--- src/rtl/core/phe_pkg.sv ---
package phe_pkg;

    localparam int BIN_W          = 8;
    localparam int NUM_BINS       = 1 << BIN_W;
    localparam int FUNC_W         = 2;
    localparam int OUT_W          = 32;
    localparam int COUNT_WIDTH_DEF = 32;

    localparam logic [FUNC_W-1:0] FUNC_COUNT = 2'd0;
    localparam logic [FUNC_W-1:0] FUNC_READ  = 2'd1;
    localparam logic [FUNC_W-1:0] FUNC_CLEAR = 2'd2;

    typedef logic [BIN_W-1:0] bin_t;

    // read result handed from the controller to the output stage
    typedef struct packed {
        logic             load;
        logic [OUT_W-1:0] count;
    } phe_rd_t;

endpackage

--- src/rtl/core/phe_ctrl.sv ---
module phe_ctrl #(
    parameter int COUNT_WIDTH = phe_pkg::COUNT_WIDTH_DEF
) (
    input  logic                       clk,
    input  logic                       rst_n,
    input  logic                       in_valid,
    output logic                       in_stall,
    input  logic [phe_pkg::FUNC_W-1:0] func,
    input  phe_pkg::bin_t              sample_first,
    input  phe_pkg::bin_t              sample_second,
    input  phe_pkg::bin_t              sample_third,
    input  phe_pkg::bin_t              bin_select,
    input  logic                       out_free,
    output phe_pkg::phe_rd_t           rd,
    output logic                       ram_we,
    output phe_pkg::bin_t              ram_waddr,
    output logic [COUNT_WIDTH-1:0]     ram_wdata,
    output logic                       ram_re,
    output phe_pkg::bin_t              ram_raddr,
    input  logic [COUNT_WIDTH-1:0]     ram_rdata
);

    import phe_pkg::*;

    localparam int SUM_W = COUNT_WIDTH + 1;

    localparam logic [1:0] S_IDLE = 2'd0;
    localparam logic [1:0] S_CNT  = 2'd1;
    localparam logic [1:0] S_RQ   = 2'd2;
    localparam logic [1:0] S_RD   = 2'd3;

    logic [1:0]          state_reg, state_next;
    bin_t                addr_reg [3];
    logic [1:0]          inc_reg [3];
    logic [1:0]          pend_reg;
    logic [1:0]          idx_reg, idx_next;
    logic                rd_hit_reg;
    logic [NUM_BINS-1:0] valid_reg;

    logic                   accept;
    logic                   eq_ab, eq_ac, eq_bc;
    logic                   nxt_ok;
    logic [1:0]             nxt_idx;
    logic [COUNT_WIDTH-1:0] cur;
    logic [SUM_W-1:0]       sum;
    logic [OUT_W-1:0]       report;

    assign accept   = in_valid && (state_reg == S_IDLE);
    assign in_stall = (state_reg != S_IDLE);

    assign eq_ab = (sample_first == sample_second);
    assign eq_ac = (sample_first == sample_third);
    assign eq_bc = (sample_second == sample_third);

    // entries never written since reset or clear read as zero
    assign cur = rd_hit_reg ? ram_rdata : '0;
    assign sum = {1'b0, cur} + SUM_W'(inc_reg[idx_reg]);

    if (COUNT_WIDTH > OUT_W) begin : g_clamp
        assign report = (|cur[COUNT_WIDTH-1:OUT_W]) ? '1 : cur[OUT_W-1:0];
    end else begin : g_ext
        assign report = OUT_W'(cur);
    end

    // next distinct bin of the pixel still to be updated
    always_comb
    begin
        nxt_ok  = 1'b0;
        nxt_idx = idx_reg;
        if (idx_reg == 2'd0 && pend_reg[0])
        begin
            nxt_ok  = 1'b1;
            nxt_idx = 2'd1;
        end
        else if (idx_reg != 2'd2 && pend_reg[1])
        begin
            nxt_ok  = 1'b1;
            nxt_idx = 2'd2;
        end
    end

    always_comb
    begin
        state_next = state_reg;
        idx_next   = idx_reg;
        ram_re     = 1'b0;
        ram_raddr  = sample_first;
        ram_we     = 1'b0;
        ram_waddr  = addr_reg[idx_reg];
        ram_wdata  = sum[COUNT_WIDTH] ? '1 : sum[COUNT_WIDTH-1:0];
        rd.load    = 1'b0;
        rd.count   = report;
        case (state_reg)
            S_IDLE:
            begin
                if (accept)
                begin
                    case (func)
                        FUNC_COUNT:
                        begin
                            ram_re     = 1'b1;
                            ram_raddr  = sample_first;
                            idx_next   = 2'd0;
                            state_next = S_CNT;
                        end
                        FUNC_READ:
                        begin
                            ram_raddr = bin_select;
                            if (out_free)
                            begin
                                ram_re     = 1'b1;
                                state_next = S_RD;
                            end
                            else
                            begin
                                state_next = S_RQ;
                            end
                        end
                        default:
                        begin
                            state_next = S_IDLE;
                        end
                    endcase
                end
            end
            S_CNT:
            begin
                // write this bin and fetch the next one if any, always a different entry
                ram_we    = 1'b1;
                ram_raddr = addr_reg[nxt_idx];
                if (nxt_ok)
                begin
                    ram_re   = 1'b1;
                    idx_next = nxt_idx;
                end
                else
                begin
                    state_next = S_IDLE;
                end
            end
            S_RQ:
            begin
                ram_raddr = addr_reg[0];
                if (out_free)
                begin
                    ram_re     = 1'b1;
                    state_next = S_RD;
                end
            end
            S_RD:
            begin
                rd.load    = 1'b1;
                state_next = S_IDLE;
            end
            default:
            begin
                state_next = S_IDLE;
            end
        endcase
    end

    always_ff @(posedge clk or negedge rst_n)
    begin
        if (!rst_n)
        begin
            state_reg  <= S_IDLE;
            idx_reg    <= 2'd0;
            pend_reg   <= 2'b00;
            rd_hit_reg <= 1'b0;
            valid_reg  <= '0;
        end
        else
        begin
            state_reg <= state_next;
            idx_reg   <= idx_next;
            if (ram_re)
            begin
                rd_hit_reg <= valid_reg[ram_raddr];
            end
            if (accept && func == FUNC_COUNT)
            begin
                pend_reg <= {!eq_ac && !eq_bc, !eq_ab};
            end
            if (accept && func == FUNC_CLEAR)
            begin
                valid_reg <= '0;
            end
            else if (ram_we)
            begin
                valid_reg[ram_waddr] <= 1'b1;
            end
        end
    end

    always_ff @(posedge clk)
    begin
        if (accept)
        begin
            if (func == FUNC_READ)
            begin
                addr_reg[0] <= bin_select;
            end
            else
            begin
                addr_reg[0] <= sample_first;
            end
            addr_reg[1] <= sample_second;
            addr_reg[2] <= sample_third;
            inc_reg[0]  <= 2'd1 + {1'b0, eq_ab} + {1'b0, eq_ac};
            inc_reg[1]  <= 2'd1 + {1'b0, eq_bc};
            inc_reg[2]  <= 2'd1;
        end
    end

endmodule

--- config.mk ---
export PLATFORM = sky130hd
export DESIGN_NAME = phe_ctrl
export DESIGN_NICKNAME = d
export VERILOG_FILES = /design/src/rtl/core/phe_pkg.sv /design/src/rtl/core/phe_ctrl.sv
export SDC_FILE = /design/constraint.sdc
export NUM_CORES = 1
export LEC_CHECK = 0
export BUFFER_PORTS_ARGS = -buffer_cell sky130_fd_sc_hd__clkbuf_2
export CAP_MARGIN = 20
export CORE_MARGIN = 2
export CORE_UTILIZATION = 61
export DETAILED_ROUTE_END_ITERATION = 6
export PLACE_DENSITY_LB_ADDON = 0.1
export SYNTH_ARGS = -nofsm -noshare
export SYNTH_HDL_FRONTEND = slang
export SYNTH_SLANG_ARGS = --single-unit
export TNS_END_PERCENT = 1
--- constraint.sdc ---
create_clock -name clk -period 11.2 [get_ports clk]
set_input_delay 0.56 -clock clk [delete_from_list [all_inputs] [get_ports clk]]
set_output_delay 0.56 -clock clk [all_outputs]
set_load 0.005 [all_outputs]
# Word-level counts from Yosys, hierarchy flattened
# Memories as Yosys holds them, arrays and structs flattened.
# Cells that the tools add are included.
# totals
in_bits,70
word_cells,89
memories,2
output_inout_bits,84
latch_bits,0
mem_bits_ro,0
reg_bits,263
ram_bits,30
# classes
mul,0
addsub,4
n_reduce_logical,18
n_bitwise,2
n_eq_ne,14
magnitude_cmp,3
shift,0
n_div,0
n_mux,41
# mem_list
name,words,word_bits,rd,rd_ports_with_merged_regs,write_ports,line,text
addr_reg,3,8,3,0,3,phe_ctrl.sv:33,bin_t addr_reg [3];
inc_reg,3,2,1,0,3,phe_ctrl.sv:34,logic [1:0] inc_reg [3];
# op_table
cell,count
$mux 256,2
$or 256x256->256,1
$mux 32,2
$add 32x2->33,1
$eq 8x8->1,3
$mux 8,3
$pmux 8 s3,1
$lt 8x9->1 const B,2
$mux 1,18
$mux 2,8
$ne 2x2->1 const B,5
$bmux 1 s8,1
$demux 1 s8,1
$ge 8x1->1 const B,1
$pmux 2 s2,2
$pmux 2 s4,1
$logic_and 1x1->1,7
$eq 2x2->1 const B,3
$logic_not 2->1,3
$reduce_bool 2->1,3
$add 1x1->2 const A,2
$eq 2x1->1 const B,2
$reduce_and 4->1,1
$logic_not 1->1,3
6 further kinds,6

# Depth between registers and ports, before layout
# An unclocked memory read counts as a cell.
# logic_depth
word_depth,8
ltp_mapped,19
mapped_depth_nobuf,14

# Least setup slack after synthesis
# Ideal clock, no wire load.
# synth_timing
path_kind,register -> output
from,register idx_reg[0]
to,output ram_wdata[10]
n_path_buf,5
stages_incl_launch_ff,18
t_arrival_ps,3743
setup_slack_ps,6897
cell_sequence,dfrtp_1 > buf_6 > buf_2 > buf_2 > mux2i_1 > or2_2 > fa_1 > and3b_1 > nand4_2 > nor4_2 > inv_2 > nor3_2 > and4_1 > and3_1 > nand3_1 > buf_2 > buf_6 > nand2_1
# synth_via
elab_chain_len,3
# synth_rtl
item,line,text
"start, declared",phe_ctrl.sv:36,"logic [1:0] idx_reg, idx_next;"
"start signal, assigned",phe_ctrl.sv:175,idx_reg <= idx_next;
$mem_v2 3x2,n/a,
$add 32x2->33,phe_ctrl.sv:57,"assign sum = {1'b0, cur} + SUM_W'(inc_reg[idx_reg]);"
$mux 32,phe_ctrl.sv:90,ram_wdata = sum[COUNT_WIDTH] ? '1 : sum[COUNT_WIDTH-1:0];
"end, declared",phe_ctrl.sv:17,"output logic [COUNT_WIDTH-1:0] ram_wdata,"
# No other way between the ends.

# Worst setup path after layout
# layout_timing
from,register idx_reg[0]
to,output ram_wdata[6]
# Same word-level chain as after synthesis.

==> summary.txt <==
outcome -> complete, but fails checks
failing checks -> DRC
Multi-input gate area -> 7060 sq um
maximum clock frequency -> 160 MHz
clock power share -> 21.0%
CTS tree -> built
initial antenna violation count -> 0
DRC -> 7
RSZ-0062 raised after global routing -> no
most common cell after layout, fill and taps aside -> nor2_1
Layout Area Growth over Synthesis -> 13.1%
Sequential Power Share -> 31.9%
Clock Pin Slew Worst Setup and Hold Paths -> 60 ps
GRT Overall Usage -> 37.1%
DP Area -> 16000 sq um
WP data required -> 10640 ps
Hold WC Path Type -> in2async
dpl cells -> 2122
final number of setup-violating endpoints -> 0
Pwr Density -> 273 nW/um^2
Final Critical Period -> 6240 ps
HPWL after detailed placement -> 31300 um
die width -> 161 um
VDD IR max -> 202 uV
CTS buffer count -> 31
Lkg Pwr -> 8.25 nW
Row Count -> 57
vias in the first global route -> 13400
Fin. Hold Viols -> 0
Post-synth ARST share -> 90.4%
critical-path maximum fanout -> 29
WHS -> 87.4 ps
CTS root buf -> clkbuf_16
fin crit share -> 55.8%
clk_lat worst skew -> 590 ps
via count -> 14100
die area -> 26100 sq um
CTS Sinks -> 291
CP endpoint kind -> primary output
Switch Pwr -> 2.13 mW
total gr overflow -> 0
Seq cells post-synth -> 291
startpoint type of the worst setup path -> flip-flop
Final Cell Area -> 17100 sq um
cell count after synthesis -> 1724
fin nets -> 1914
Bufs on Longest Clock Path -> 3
Synth cell types -> 76
CTS H-tree lvls -> 1
pre-CTS setup slack -> 5570 ps
via-per-instance ratio -> 6.45
Post-Syn Nets -> 1798
Reg area -> 7420 sq um
non-filler cells in the finished layout -> 2185
fillers -> 1959
Syn Area/Cell -> 8.77 sq um
Largest register FFs -> 256
largest net degree at the start of global routing -> 126
WL final -> 48400 um
Max Transition Viols Final -> 0
io pins -> 154
Routed Antenna Nets -> 0
synth warn -> 0
Worst Skew -> 19.2 ps
initial DRC count -> 1871
R2R depth -> 12
# diodes -> 0
Sw Share -> 45.6%
Worst-Margin Slew -> 1220 ps
Post-CTS Setup Inserts -> 0
worst setup margin -> 4960 ps
share of layout cells above drive strength 1 -> 15.6%
final setup TNS -> 0 ps
P_int -> 2.54 mW
hold buffers post-CTS -> 0
routed len/inst -> 22.2 um
register area share after synthesis -> 49.1%
crit path kind -> reg2out
# resized after CTS -> 0
most frequent cells in the layout -> nor2_1 (335), a21oi_1 (263), dfrtp_1 (263)
Main synth FF type -> dfrtp_1
overall die height -> 161 um
GPL Wtd Cong -> 1.02
combinational fraction of design power -> 47.0%
Initial Utilization -> 62.2%
Post-synth EDFFs -> 28
I/O Buffers -> 153
critical path arrival -> 5680 ps
global-route wire length before repair -> 75500 um
Core Region -> 24300 sq um
Max-slew headroom -> 18.7%
TritonRoute pass-1 iters -> 7
synthesized area -> 15100 sq um
max cap viols -> 0
## cell usage after synthesis, types with 3 or more instances
cell type | count | area share (%)
clkbuf_1 | 66 | 1.6
o21a_1 | 5 | 0.25
xor2_1 | 24 | 1.4
nor3_1 | 15 | 0.50
a32oi_1 | 24 | 1.4
nand4_1 | 27 | 1.1
o2111ai_1 | 3 | 0.17
buf_4 | 5 | 0.25
o21ai_0 | 19 | 0.63
nand3_1 | 47 | 1.6
a221o_1 | 3 | 0.20
a31oi_1 | 33 | 1.4
edfxtp_1 | 28 | 5.6
inv_1 | 24 | 0.60
buf_6 | 10 | 0.74
and4_1 | 3 | 0.17
nor3b_1 | 4 | 0.20
mux4_2 | 5 | 0.74
nor2_1 | 336 | 8.3
a21oi_1 | 263 | 8.7
or2_2 | 3 | 0.12
xnor2_1 | 23 | 1.3
mux2_2 | 12 | 0.89
and3_1 | 15 | 0.62
dfrtp_1 | 263 | 44
nand2b_1 | 9 | 0.37
a22oi_1 | 3 | 0.15
nor2b_1 | 7 | 0.29
nor4_1 | 7 | 0.29
o21ai_1 | 3 | 0.099
ha_1 | 3 | 0.25
or4_1 | 4 | 0.20
buf_2 | 29 | 0.96
a311oi_1 | 4 | 0.23
and2_1 | 26 | 1.1
nand2_1 | 237 | 5.9
a32o_1 | 4 | 0.26
mux2i_1 | 71 | 4.7
inv_2 | 5 | 0.12
## final cells by class
class                      count  share of cell area (%)
multi-input combinational   1290                    41.2
clock inverter                13                   0.490
inverter                      31                   0.716
tap                          324                    2.37
timing repair buffer         195                    6.65
clock buffer                  41                    5.17
sequential                   291                    43.4
## per-layer routing
layer	GRT usage (%)	up-vias	wire length, um
met2	59.7	960	22400
li1	-	6207	-
met1	51.3	6758	18600
met4	14.0	0	2090
met5	0	-	0
met3	6.09	174	5340
## worst max-delay path, cell delays in order, from the launching register on
cell and delay, ps:
dfrtp_1 1020, mux2i_1 150, or2_2 330, fa_1 430, and3b_1 360, nand4_2 190, nor4_2 430, inv_2 60
nor3_2 360, and4_1 280, and3_1 240, nand3_1 730, o21ai_0 350, clkbuf_2 160
## metrics by stage
stage,utilization [%],power (mW)
after floorplan,-,2.85
after global placement,65.8,3.55
after detailed placement,66.0,3.59
after CTS,70.0,4.58
after global routing,70.4,4.88
final,70.4,4.67
## final timing paths
check / start / endpoint / slack (ps)
worst min-delay path: rst_n / valid_reg[82] / 90
worst max register to register: idx_reg[0] / rd_hit_reg / 5750
worst min register to register: valid_reg[82] / valid_reg[82] / 490
worst max-delay path: idx_reg[0] / ram_wdata[6] / 4960
min in group clk: sample_second[7] / addr_reg[1][7] / 220
max in group asynchronous: rst_n / valid_reg[185] / 8750
## power by group through the flow
stage          combinational (mW)  clock [mW]  sequential [mW]
3_5_place_dp                 2.10           0             1.50
6_report                     2.20       0.982             1.49
3_3_place_gp                 2.06           0             1.49
2_1_floorplan                1.44           0             1.40
5_1_grt                      2.33        1.03             1.52
4_1_cts                      2.11       0.987             1.48
## logic make-up after synthesis
logic type	count (synthesis)	share of synthesized area (%)
adders and majority gates	4	0.381
buffers and inverters	143	4.44
DFF	291	49.1
and+or+nand+nor	756	21.8
muxes	90	6.51
AOI/OAI and AO/OA	393	15.1
xor gates and xnor gates	47	2.72
Power figures use the tool's default switching activity.
