**config.mk**
```make
export PLATFORM = sky130hd
export DESIGN_NAME = phe_out
export DESIGN_NICKNAME = d
export VERILOG_FILES = /design/src/rtl/core/phe_pkg.sv /design/src/rtl/core/phe_out.sv
export SDC_FILE = /design/constraint.sdc
export NUM_CORES = 1
export LEC_CHECK = 0
export ABC_AREA = 1
export BUFFER_PORTS_ARGS = -buffer_cell sky130_fd_sc_hd__buf_2
export CAP_MARGIN = 20
export CORE_MARGIN = 3
export CORE_UTILIZATION = 39
export CTS_BUF_LIST = sky130_fd_sc_hd__clkbuf_16
export DETAILED_ROUTE_END_ITERATION = 7
export GPL_TIMING_DRIVEN = 0
export PLACE_DENSITY = 0.86
export SYNTH_ARGS = -nofsm -noshare
export SYNTH_HDL_FRONTEND = slang
export SYNTH_SLANG_ARGS = --single-unit
```
**constraint.sdc**
```tcl
create_clock -name clk -period 0.8 [get_ports clk]
set_input_delay 0.08 -clock clk [delete_from_list [all_inputs] [get_ports clk]]
set_output_delay 0.08 -clock clk [all_outputs]
set_load 0.05 [all_outputs]
```
**src/rtl/core/phe_pkg.sv**
```systemverilog
package phe_pkg;

    localparam int BIN_W          = 8;
    localparam int NUM_BINS       = 1 << BIN_W;
    localparam int FUNC_W         = 2;
    localparam int OUT_W          = 32;
    localparam int COUNT_WIDTH_DEF = 32;

    localparam logic [FUNC_W-1:0] FUNC_COUNT = 2'd0;
    localparam logic [FUNC_W-1:0] FUNC_READ  = 2'd1;
    localparam logic [FUNC_W-1:0] FUNC_CLEAR = 2'd2;

    typedef logic [BIN_W-1:0] bin_t;

    // read result handed from the controller to the output stage
    typedef struct packed {
        logic             load;
        logic [OUT_W-1:0] count;
    } phe_rd_t;

endpackage

```
**src/rtl/core/phe_out.sv**
```systemverilog
module phe_out (
    input  logic                      clk,
    input  logic                      rst_n,
    input  phe_pkg::phe_rd_t          rd,
    output logic                      out_free,
    output logic                      out_valid,
    input  logic                      out_stall,
    output logic [phe_pkg::OUT_W-1:0] bin_count
);

    import phe_pkg::*;

    logic             valid_reg;
    logic [OUT_W-1:0] count_reg;

    // slot is free at the next edge if empty or being transferred now
    assign out_free  = !valid_reg || !out_stall;
    assign out_valid = valid_reg;
    assign bin_count = count_reg;

    always_ff @(posedge clk or negedge rst_n)
    begin
        if (!rst_n)
        begin
            valid_reg <= 1'b0;
        end
        else if (rd.load)
        begin
            valid_reg <= 1'b1;
        end
        else if (!out_stall)
        begin
            valid_reg <= 1'b0;
        end
    end

    always_ff @(posedge clk)
    begin
        if (rd.load)
        begin
            count_reg <= rd.count;
        end
    end

endmodule

```
## Word level (Yosys, flattened, before mapping)

Cells that the tools add are included.

| word-level totals | value |
|---|---|
| bits in registers | 33 |
| input port bits | 36 |
| output and inout port bits | 34 |

| cells by class | value |
|---|---|
| equality and inequality tests | 1 |
| multiplexer cells | 2 |
| reductions and logical operators | 3 |

Operators by type and width:

| kind | number |
|---|---|
| 1-bit zero test | 2 |
| 1-bit two-way mux | 2 |
| 2-bit != test (second input constant) | 1 |
| 1-bit logical OR | 1 |

## Depth between registers and ports, before layout

Gate-level depths: netlist (run 1).

| logic depth | value |
|---|---|
| depth in word-level cells | 2 |
| gate-level depth with buffers | 2 |
| gate-level depth less buffers | 2 |

## Worst setup path after synthesis (run 1)

No wires, ideal clock.

| timing | value |
|---|---|
| path kind | reg-to-reg |
| start point | register out_valid (netlist name) |
| end point | register valid_reg (netlist: out_valid) |
| setup time | 72 ps |
| arrival time | 1,032 ps |
| required time | 728 ps |
| setup slack | -303 ps |
| cell stages (with the launch flop) | 3 |
| buffers on the path | 0 |
| period minus slack after synthesis | 1,103 ps |
| path through | dfrtp_1 nand2_2 nand2_2 |

RTL lines:

| what | line | RTL |
|---|---|---|
| to (signal assigned) | phe_out.sv:25 | `valid_reg <= 1'b0;` |
| to (signal assigned) | phe_out.sv:29 | `valid_reg <= 1'b1;` |
| to (signal assigned) | phe_out.sv:33 | `valid_reg <= 1'b0;` |
| to (decl) | phe_out.sv:13 | `logic valid_reg;` |

## Worst setup path in the final report (run 1)

| timing | value |
|---|---|
| start point | register valid_reg (netlist: out_valid) |
| end point | output port out_free |

| on the way | value |
|---|---|
| longest elaborated chain between the ends | 2 |

Ends and longest elaborated chain:

| what | line | RTL |
|---|---|---|
| 1-bit zero test | phe_out.sv:17 | `assign out_free = !valid_reg \|\| !out_stall;` |
| 1-bit logical OR | phe_out.sv:17 |  |
| to (decl) | phe_out.sv:5 | `output logic out_free,` |

No other way between the ends.

==> results.sh, run 1 <==
export IMPL_synth_top_area_share_pct=95.9
export IMPL_drc=0
export IMPL_status="finished with violations"
export IMPL_final_cell_mix="buf_2, dlygate4sd3_1, edfxtp_1, buf_6, clkbuf_16"
export IMPL_slowest_delay_ns=0.44
export IMPL_crit_fanout=2
export IMPL_multi_input_area_um2=26.3
export IMPL_die_h_um=56.7
export IMPL_core_um2=2320
export IMPL_critical_path_class="reg -> out"
export IMPL_power_frac_seq_pct=42.6
export IMPL_cts_made_buffers=5
export IMPL_hold_class="in -> reg"
export IMPL_max_freq_mhz=984
export IMPL_grt_pass1_vias=943
export IMPL_power_total_mw=5.01
export IMPL_p_leak_nw=0.888
export IMPL_drt_vias_per_instance=4.63
export IMPL_netlist_instances=36
export IMPL_vdd_drop_max_uv=2600
export IMPL_power_density_nw_per_um2=2400
export IMPL_violations="negative setup slack"
export IMPL_worst_path_max_delay_cell="dfrtp_2"
export IMPL_rrSetupSlack_ns=0.12
export IMPL_worstPathRequired_ns=0.72
export IMPL_area_growth_pct=108
export IMPL_clock_latency_ns=0.28
export IMPL_syn_area_um2=1000
export IMPL_setup_viol=34
export IMPL_synth_compound_area_share_pct=0
export IMPL_crit_path_start="out_valid$_DFFE_PN0P_"
export IMPL_overflow=0
export IMPL_start_util_pct=43.2
export IMPL_grt_max_degree=34
export IMPL_regToRegEndpoint="out_valid$_DFFE_PN0P_"
export IMPL_syn_avg_cell_area_um2=27.8
export IMPL_dp_slack_ns=-0.213
export IMPL_firstDrtPassIters=4
export IMPL_regArea_um2=987
export IMPL_skew_ns=0
export IMPL_switching_share_pct=27.8
export IMPL_dieArea_um2=3210
export IMPL_tightest_slew_ns=0.699
export IMPL_synth_adder_area_share_pct=0
export IMPL_combPwrFrac_pct=21.2
export IMPL_antenna_left=0
export IMPL_drive_gt1_share_pct=54.8
export IMPL_cts_setup_buffers=0
export IMPL_clock_sinks=33
export IMPL_synthXorXnorAreaFrac_pct=0
export IMPL_yosysTopAreaCell="edfxtp_1"
export IMPL_layout_commonest_cell="buf_2"
export IMPL_nFillCells=86
export IMPL_io_pins=70
export IMPL_synth_seq_area_share_pct=98.4
export IMPL_fin_ws_ns=-0.216
export IMPL_synth_simple_gate_area_share_pct=1.25
export IMPL_synth_cell_types=4
export IMPL_synth_top_family_by_area="simple AND/OR/NAND/NOR gates"
export IMPL_final_max_slew_viol_count=0
export IMPL_rsz0062_at_grt="true"
export IMPL_muxShareOfSynthArea_pct=0
export IMPL_vias=806
export IMPL_cap_viol_max_count=0
export IMPL_path_clk_slew_ns=0.06
export IMPL_grt_pass1_wl_um=5410
export IMPL_fin_crit_sh_pct=127
export IMPL_fp_row_count=17
export IMPL_syn_num_nets=72
export IMPL_die_w_um=56.7
export IMPL_synth_seq_cells=33
export IMPL_crit_end="out_free"
export IMPL_cts_tree="built"
export IMPL_internal_power_mw=3.61
export IMPL_clkPwrFrac_pct=36.2
export IMPL_dr_first_iter_drc_count=27
export IMPL_p_sw_mw=1.39
export IMPL_crit_path_cell_trace="nand2_8 -> buf_8"
export IMPL_antenna_found_initial=0
export IMPL_finalHoldViolations=0
export IMPL_gp_congestion=0.654
export IMPL_cp_arrival_ns=0.94
export IMPL_clock_path_buffers=2
export IMPL_ys_top_cells_by_area="edfxtp_1, dfrtp_1, nand2_2, inv_1"
export IMPL_htree_levels=2
export IMPL_crit_path_end_kind="output pin"
export IMPL_slew_headroom_pct=53.4
export IMPL_yosysWarnings=0
export IMPL_root_buffer="clkbuf_16"
export IMPL_wl_per_cell_um=19.6
export IMPL_r2r_start="out_valid$_DFFE_PN0P_"
export IMPL_portBuffers=69
export IMPL_finalWirelength_um=3410
export IMPL_n_antenna_cell=0
export IMPL_layout_min_cycle_time_ns=1.02
export IMPL_final_nets=181
export IMPL_grt_usage_pct=24.9
export IMPL_cp_start_kind="flip-flop"
export IMPL_ff2ff_path_depth=2
## stage by stage
step	cells	TNS [ns]	utilization, %	hold slack [ns]	instance area, um2
6_report	174	-4.18	89.9	0.0927	2080
3_5_place_dp	133	-6.91	60.3	-0.143	1400
3_3_place_gp	133	-5.88	60.3	-0.145	1400
5_1_grt	174	-5.12	89.9	0.0952	2080
2_1_floorplan	36	-0.0434	-	-0.216	1020
4_1_cts	174	-3.76	89.9	0.0782	2080
## power groups by stage
stage	logic, mW	clock network [mW]	registers, mW
4_1_cts	1.04	1.81	2.12
6_report	1.06	1.81	2.14
3_3_place_gp	0.741	0	2.11
2_1_floorplan	0.0234	0	2.60
5_1_grt	1.10	1.92	2.15
3_5_place_dp	0.749	0	2.12
## registers in the layout, summed over array words and instances, names as in the netlist
signal	flops
bin_count	32
out_valid	1
## critical path, delay by kind of cell, from the launching register on
family	cells	cell delay, ns
buffers and inverters	1	0.14
AND/OR/NAND/NOR	1	0.07
flip-flops	1	0.44
## logic make-up after synthesis
group	after synthesis
flip-flops	33
buffers and inverters	1
AND/OR/NAND/NOR	2
## repair_timing
| item | CTS | global route |
|---|---|---|
| endpoints found under the setup margin | 34 | 34 |
| gates resized for setup | 68 | 0 |
| hold endpoints to repair | 33 | 0 |
| cloned | 0 | 0 |
| hold buffers | 33 | 0 |
## how the worst min path moves through the flow
stage	slack [ns]	from	cells past startpoint	end
6_report	0.09	out_stall	3	out_valid$_DFFE_PN0P_
5_1_grt	0.1	rst_n	2	out_valid$_DFFE_PN0P_
4_1_cts	0.08	out_stall	3	out_valid$_DFFE_PN0P_
3_5_place_dp	-0.14	rst_n	1	out_valid$_DFFE_PN0P_
3_3_place_gp	-0.14	rst_n	1	out_valid$_DFFE_PN0P_
2_1_floorplan	-0.22	rst_n	0	out_valid$_DFFE_PN0P_
## cell usage after synthesis, drive strengths merged
library cell  instances
edfxtp               32
dfrtp                 1
inv                   1
nand2                 2
## cell type report
cell class | instances | share of cell area (%)
multi-input cells | 2 | 1.26
clock inverters | 3 | 0.841
repair buffers | 102 | 42.6
clock buffers | 5 | 6.01
inverters | 1 | 0.180
well taps | 28 | 1.68
flip-flops and latches | 33 | 47.4
## per-layer routing
layer	share of wire [%]	wire [um]	GRT usage, %	up-vias
met5	0	0	0	-
met2	47	1600	36.0	56
met4	2.9	100	11.9	0
met3	11	382	14.3	10
met1	39	1330	29.7	379
li1	-	-	-	361
(Power assumes the default switching activity.)
==> run 2: changes to the inputs <==
--- a/config.mk
+++ b/config.mk
@@ -8,8 +8,10 @@
 export ABC_AREA = 1
 export BUFFER_PORTS_ARGS = -buffer_cell sky130_fd_sc_hd__buf_2
 export CAP_MARGIN = 20
+export CELL_PAD_IN_SITES_DETAIL_PLACEMENT = 1
+export CELL_PAD_IN_SITES_GLOBAL_PLACEMENT = 1
 export CORE_MARGIN = 3
-export CORE_UTILIZATION = 39
+export CORE_UTILIZATION = 31
 export CTS_BUF_LIST = sky130_fd_sc_hd__clkbuf_16
 export DETAILED_ROUTE_END_ITERATION = 7
 export GPL_TIMING_DRIVEN = 0
==> results.sh, run 2 (same netlist as run 1, synthesis figures left out) <==
export IMPL_status="finished with violations"
export IMPL_violations="negative setup slack"
export IMPL_min_delay_path_depth=3
export IMPL_crit_family="flip-flops"
export IMPL_crit_path_end_kind="output pin"
export IMPL_vias=801
export IMPL_drive_gt1_share_pct=54.1
export IMPL_power_density_nw_per_um2=2350
export IMPL_design_area_um2=2100
export IMPL_grt_max_degree=34
export IMPL_cts_tree="built"
export IMPL_combPwrFrac_pct=21.3
export IMPL_grt_pass1_vias=966
export IMPL_io_pins=70
export IMPL_max_freq_mhz=996
export IMPL_antenna_left=0
export IMPL_crit_fanout=2
export IMPL_cp_start_kind="flip-flop"
export IMPL_p_leak_nw=0.893
export IMPL_path_clk_slew_ns=0.05
export IMPL_layout_commonest_cell="buf_2"
export IMPL_gp_congestion=0.622
export IMPL_nFillCells=288
export IMPL_firstDrtPassIters=4
export IMPL_place_area_um2=1420
export IMPL_antenna_found_initial=0
export IMPL_fp_row_count=20
export IMPL_clock_latency_ns=0.27
export IMPL_clkPwrFrac_pct=35.6
export IMPL_dr_first_iter_drc_count=19
export IMPL_finalWirelength_um=3320
export IMPL_fin_cells=190
export IMPL_worstPathRequired_ns=0.72
export IMPL_overflow=0
export IMPL_wl_per_cell_um=17.5
export IMPL_ff2ff_path_depth=2
export IMPL_cap_viol_max_count=0
export IMPL_final_max_slew_viol_count=0
export IMPL_dpl_cell_count=149
export IMPL_final_cell_mix="buf_2, dlygate4sd3_1, edfxtp_1, buf_6, clkbuf_16"
export IMPL_rsz0062_at_grt="true"
export IMPL_hold_class="in -> reg"
export IMPL_crit_path_cell_trace="nand2_8 -> buf_8"
export IMPL_cp_arrival_ns=0.92
export IMPL_switching_share_pct=27.1
export IMPL_crit_buf_inv=1
export IMPL_power_frac_seq_pct=43.1
export IMPL_die_w_um=62.9
export IMPL_vdd_drop_max_uv=1430
export IMPL_drc=0
export IMPL_internal_power_mw=3.60
export IMPL_worst_path_max_delay_cell="dfrtp_2"
export IMPL_portBuffers=69
export IMPL_critical_path_class="reg -> out"
export IMPL_die_h_um=62.9
export IMPL_core_um2=3080
export IMPL_largest_reg_flops=32
export IMPL_fin_crit_sh_pct=126
export IMPL_start_util_pct=32.6
export IMPL_grt_pass1_wl_um=5020
export IMPL_clock_path_buffers=2
export IMPL_grt_usage_pct=17.6
export IMPL_slew_headroom_pct=69.4
export IMPL_fin_ws_ns=-0.204
export IMPL_final_nets=181
export IMPL_regArea_um2=987
export IMPL_multi_input_area_um2=26.3
export IMPL_cts_made_buffers=5
export IMPL_layout_min_cycle_time_ns=1.00
export IMPL_root_buffer="clkbuf_16"
export IMPL_slowest_delay_ns=0.44
export IMPL_cp_depth=2
export IMPL_finalHoldViolations=0
export IMPL_drt_vias_per_instance=4.22
export IMPL_setup_viol=34
export IMPL_htree_levels=2
export IMPL_clock_sinks=33
export IMPL_dieArea_um2=3950
export IMPL_p_sw_mw=1.34
export IMPL_dp_slack_ns=-0.234
export IMPL_tightest_slew_ns=0.458
export IMPL_area_growth_pct=110
export IMPL_skew_ns=0
export IMPL_n_antenna_cell=0
==> run 2: final timing paths <==
| path | start | to | slack (ns) |
|---|---|---|---|
| max reg2reg | out_valid$_DFFE_PN0P_ | out_valid$_DFFE_PN0P_ | 0.13 |
| max | out_valid$_DFFE_PN0P_ | out_free | -0.20 |
| min reg2reg | out_valid$_DFFE_PN0P_ | out_valid$_DFFE_PN0P_ | 0.56 |
| max in group asynchronous | rst_n | out_valid$_DFFE_PN0P_ | 0.57 |
| min | out_stall | out_valid$_DFFE_PN0P_ | 0.09 |
| min in group asynchronous | rst_n | out_valid$_DFFE_PN0P_ | 0.13 |
==> run 2: timing repair <==
item | in CTS | in global routing
endpoints found under the hold margin | 28 | 5
setup buffers | 0 | 0
setup endpoints to repair | 34 | 66
gates resized for setup | 68 | 1
hold buffers | 28 | 5
==> run 2: stage by stage <==
stage	setup TNS (ns)	power, mW	util, %	hold slack (ns)
global route	-4.58	5.12	68.3	0.0883
detailed placement	-7.58	2.87	46.1	-0.143
floorplan	-0.0434	2.63	-	-0.216
CTS	-3.47	4.90	66.6	0.000162
global placement	-5.92	2.85	46.1	-0.145
finish	-3.70	4.94	68.3	0.0874
==> run 2: power groups by stage <==
stage               Sequential, mW  Clock, mW  Combinational (mW)
floorplan                     2.60          0              0.0234
global placement              2.11          0               0.738
detailed placement            2.12          0               0.751
CTS                           2.13       1.76                1.02
global route                  2.14       1.88                1.09
finish                        2.13       1.76                1.05
==> run 2: layer usage <==
layer	wire length [um]	vias up	global-route usage, %
li1	-	359	-
met4	21	0	4.68
met5	0	-	0
met1	1080	394	16.6
met2	1970	44	34.4
met3	248	4	6.83
==> run 2: final cells by class <==
| class | instances | share of cell area (%) |
|---|---|---|
| clock inverter | 3 | 0.655 |
| inverter | 1 | 0.179 |
| multi-input combinational | 2 | 1.25 |
| sequential | 33 | 47.0 |
| tap | 44 | 2.62 |
| clock buffer | 5 | 5.95 |
| timing repair buffer | 102 | 42.4 |
==> run 2: worst reg2reg max path: cells and delay by family, from the launching register on <==
family,cells,cell delay (ns)
simple gates,2,0.13
flops,1,0.44
==> run 3: changes to the inputs <==
--- a/config.mk
+++ b/config.mk
@@ -10,6 +10,7 @@
 export CAP_MARGIN = 20
 export CELL_PAD_IN_SITES_DETAIL_PLACEMENT = 1
 export CELL_PAD_IN_SITES_GLOBAL_PLACEMENT = 1
+export CORE_ASPECT_RATIO = 0.7
 export CORE_MARGIN = 3
 export CORE_UTILIZATION = 31
 export CTS_BUF_LIST = sky130_fd_sc_hd__clkbuf_16
==> results.sh, run 3 (same netlist as run 1, synthesis figures left out) <==
export IMPL_status="finished with violations"
export IMPL_violations="negative setup slack"
export IMPL_clock_latency_ns=0.28
export IMPL_vias=796
export IMPL_critical_path_class="reg -> out"
export IMPL_crit_path_end_kind="output pin"
export IMPL_grt_use_met2_pct=35.6
export IMPL_dieArea_um2=3960
export IMPL_cts_tree="built"
export IMPL_grt_pass1_wl_um=5550
export IMPL_hold_class="in -> reg"
export IMPL_clock_path_buffers=2
export IMPL_core_um2=2940
export IMPL_grt_max_degree=34
export IMPL_wl_per_cell_um=20.1
export IMPL_drt_vias_per_instance=4.37
export IMPL_setup_viol=34
export IMPL_final_max_slew_viol_count=0
export IMPL_cap_viol_max_count=0
export IMPL_power_density_nw_per_um2=2400
export IMPL_hold_ws_ns=0.0939
export IMPL_min_delay_path_depth=3
export IMPL_slew_headroom_pct=68.6
export IMPL_ff2ff_path_depth=2
export IMPL_portBuffers=69
export IMPL_place_area_um2=1410
export IMPL_htree_levels=2
export IMPL_design_area_um2=2090
export IMPL_cp_arrival_ns=0.96
export IMPL_layout_commonest_cell="buf_2"
export IMPL_overflow=0
export IMPL_nFillCells=261
export IMPL_met3_usage_pct=11.6
export IMPL_area_growth_pct=108
export IMPL_finalWirelength_um=3670
export IMPL_r2r_start="out_valid$_DFFE_PN0P_"
export IMPL_max_freq_mhz=965
export IMPL_antenna_found_initial=0
export IMPL_worstPathRequired_ns=0.72
export IMPL_drc=0
export IMPL_use_met1_pct=24.5
export IMPL_antenna_left=0
export IMPL_tightest_slew_ns=0.471
export IMPL_n_antenna_cell=0
export IMPL_dr_first_iter_drc_count=50
export IMPL_fp_row_count=16
export IMPL_die_w_um=74.0
export IMPL_dp_slack_ns=-0.238
export IMPL_cp_start_kind="flip-flop"
export IMPL_skew_ns=0
export IMPL_grt_usage_pct=22.0
export IMPL_clock_sinks=33
export IMPL_gp_congestion=0.629
export IMPL_cts_made_buffers=5
export IMPL_drive_gt1_share_pct=52.7
export IMPL_busiest_layer="met2"
export IMPL_start_util_pct=34.1
export IMPL_crit_path_start="out_valid$_DFFE_PN0P_"
export IMPL_layout_min_cycle_time_ns=1.04
export IMPL_crit_fanout=2
export IMPL_firstDrtPassIters=4
export IMPL_vdd_drop_max_uv=1340
export IMPL_fin_tns_setup_ns=-4.22
export IMPL_min_from="out_stall"
export IMPL_rsz0062_at_grt="true"
export IMPL_final_nets=181
export IMPL_finalHoldViolations=0
export IMPL_path_clk_slew_ns=0.05
export IMPL_fin_ws_ns=-0.236
export IMPL_io_pins=70
export IMPL_fin_crit_sh_pct=130
export IMPL_grt_pass1_vias=942
export IMPL_root_buffer="clkbuf_16"
export IMPL_final_cell_mix="buf_2, dlygate4sd3_1, edfxtp_1, buf_6, clkbuf_16"
export IMPL_die_h_um=53.6
export IMPL_power_total_mw=5.01
export IMPL_p_leak_nw=0.892
export IMPL_largest_reg_flops=32
## run 3: changes by cell type in the layout (fill, tap and decap cells not counted)
| cell | change |
|---|---|
| clkinv_2 | -2 |
| inv_1 | +1 |
| clkinv_1 | +1 |
## run 3: repair_timing
| action | 4_1_cts | 5_1_grt |
|---|---|---|
| hold buffers | 33 | 0 |
| endpoints found under the hold margin | 33 | 0 |
| endpoints found under the setup margin | 34 | 66 |
| resized for setup | 68 | 1 |
| buffers inserted | 0 | 0 |
## run 3: stage by stage
| stage | std cells | utilization (%) |
|---|---|---|
| 5_1_grt | 182 | 71.0 |
| 3_3_place_gp | 141 | 47.8 |
| 4_1_cts | 182 | 70.9 |
| 6_report | 182 | 71.0 |
| 2_1_floorplan | 36 | - |
| 3_5_place_dp | 141 | 47.8 |
## run 3: power breakdown
part	internal, mW	total, mW	switching (mW)
combinational	0.422	1.06	0.636
sequential	2.06	2.14	0.0794
clock	1.12	1.81	0.695
## run 3: worst paths after layout
check | end | slack [ns]
setup / recovery | out_free | -0.24
min in group asynchronous | out_valid$_DFFE_PN0P_ | 0.13
max in group asynchronous | out_valid$_DFFE_PN0P_ | 0.56
hold / removal | out_valid$_DFFE_PN0P_ | 0.09
setup reg to reg | out_valid$_DFFE_PN0P_ | 0.09
hold reg to reg | out_valid$_DFFE_PN0P_ | 0.60
## run 3: area by class of cell
type / instances / area [um2] / share of cell area, %
sequential: 33 / 987 / 47.2
timing repair buffer: 102 / 891 / 42.6
clock buffer: 5 / 125 / 5.99
tap: 36 / 45.0 / 2.16
multi-input combinational: 2 / 26.3 / 1.26
clock inverter: 3 / 11.3 / 0.539
inverter: 1 / 3.75 / 0.180
## run 3: layer usage
metal,vias up,share of wire (%),wire [um]
met5,-,0,0
met3,5,10,366
met1,385,39,1440
li1,358,-,-
met4,0,1.3,47
met2,48,50,1820
## run 3: worst max-delay path, stage by stage, from the launching register on
cell,delay [ns]
dfrtp_2,0.46
nand2_8,0.08
buf_8,0.14
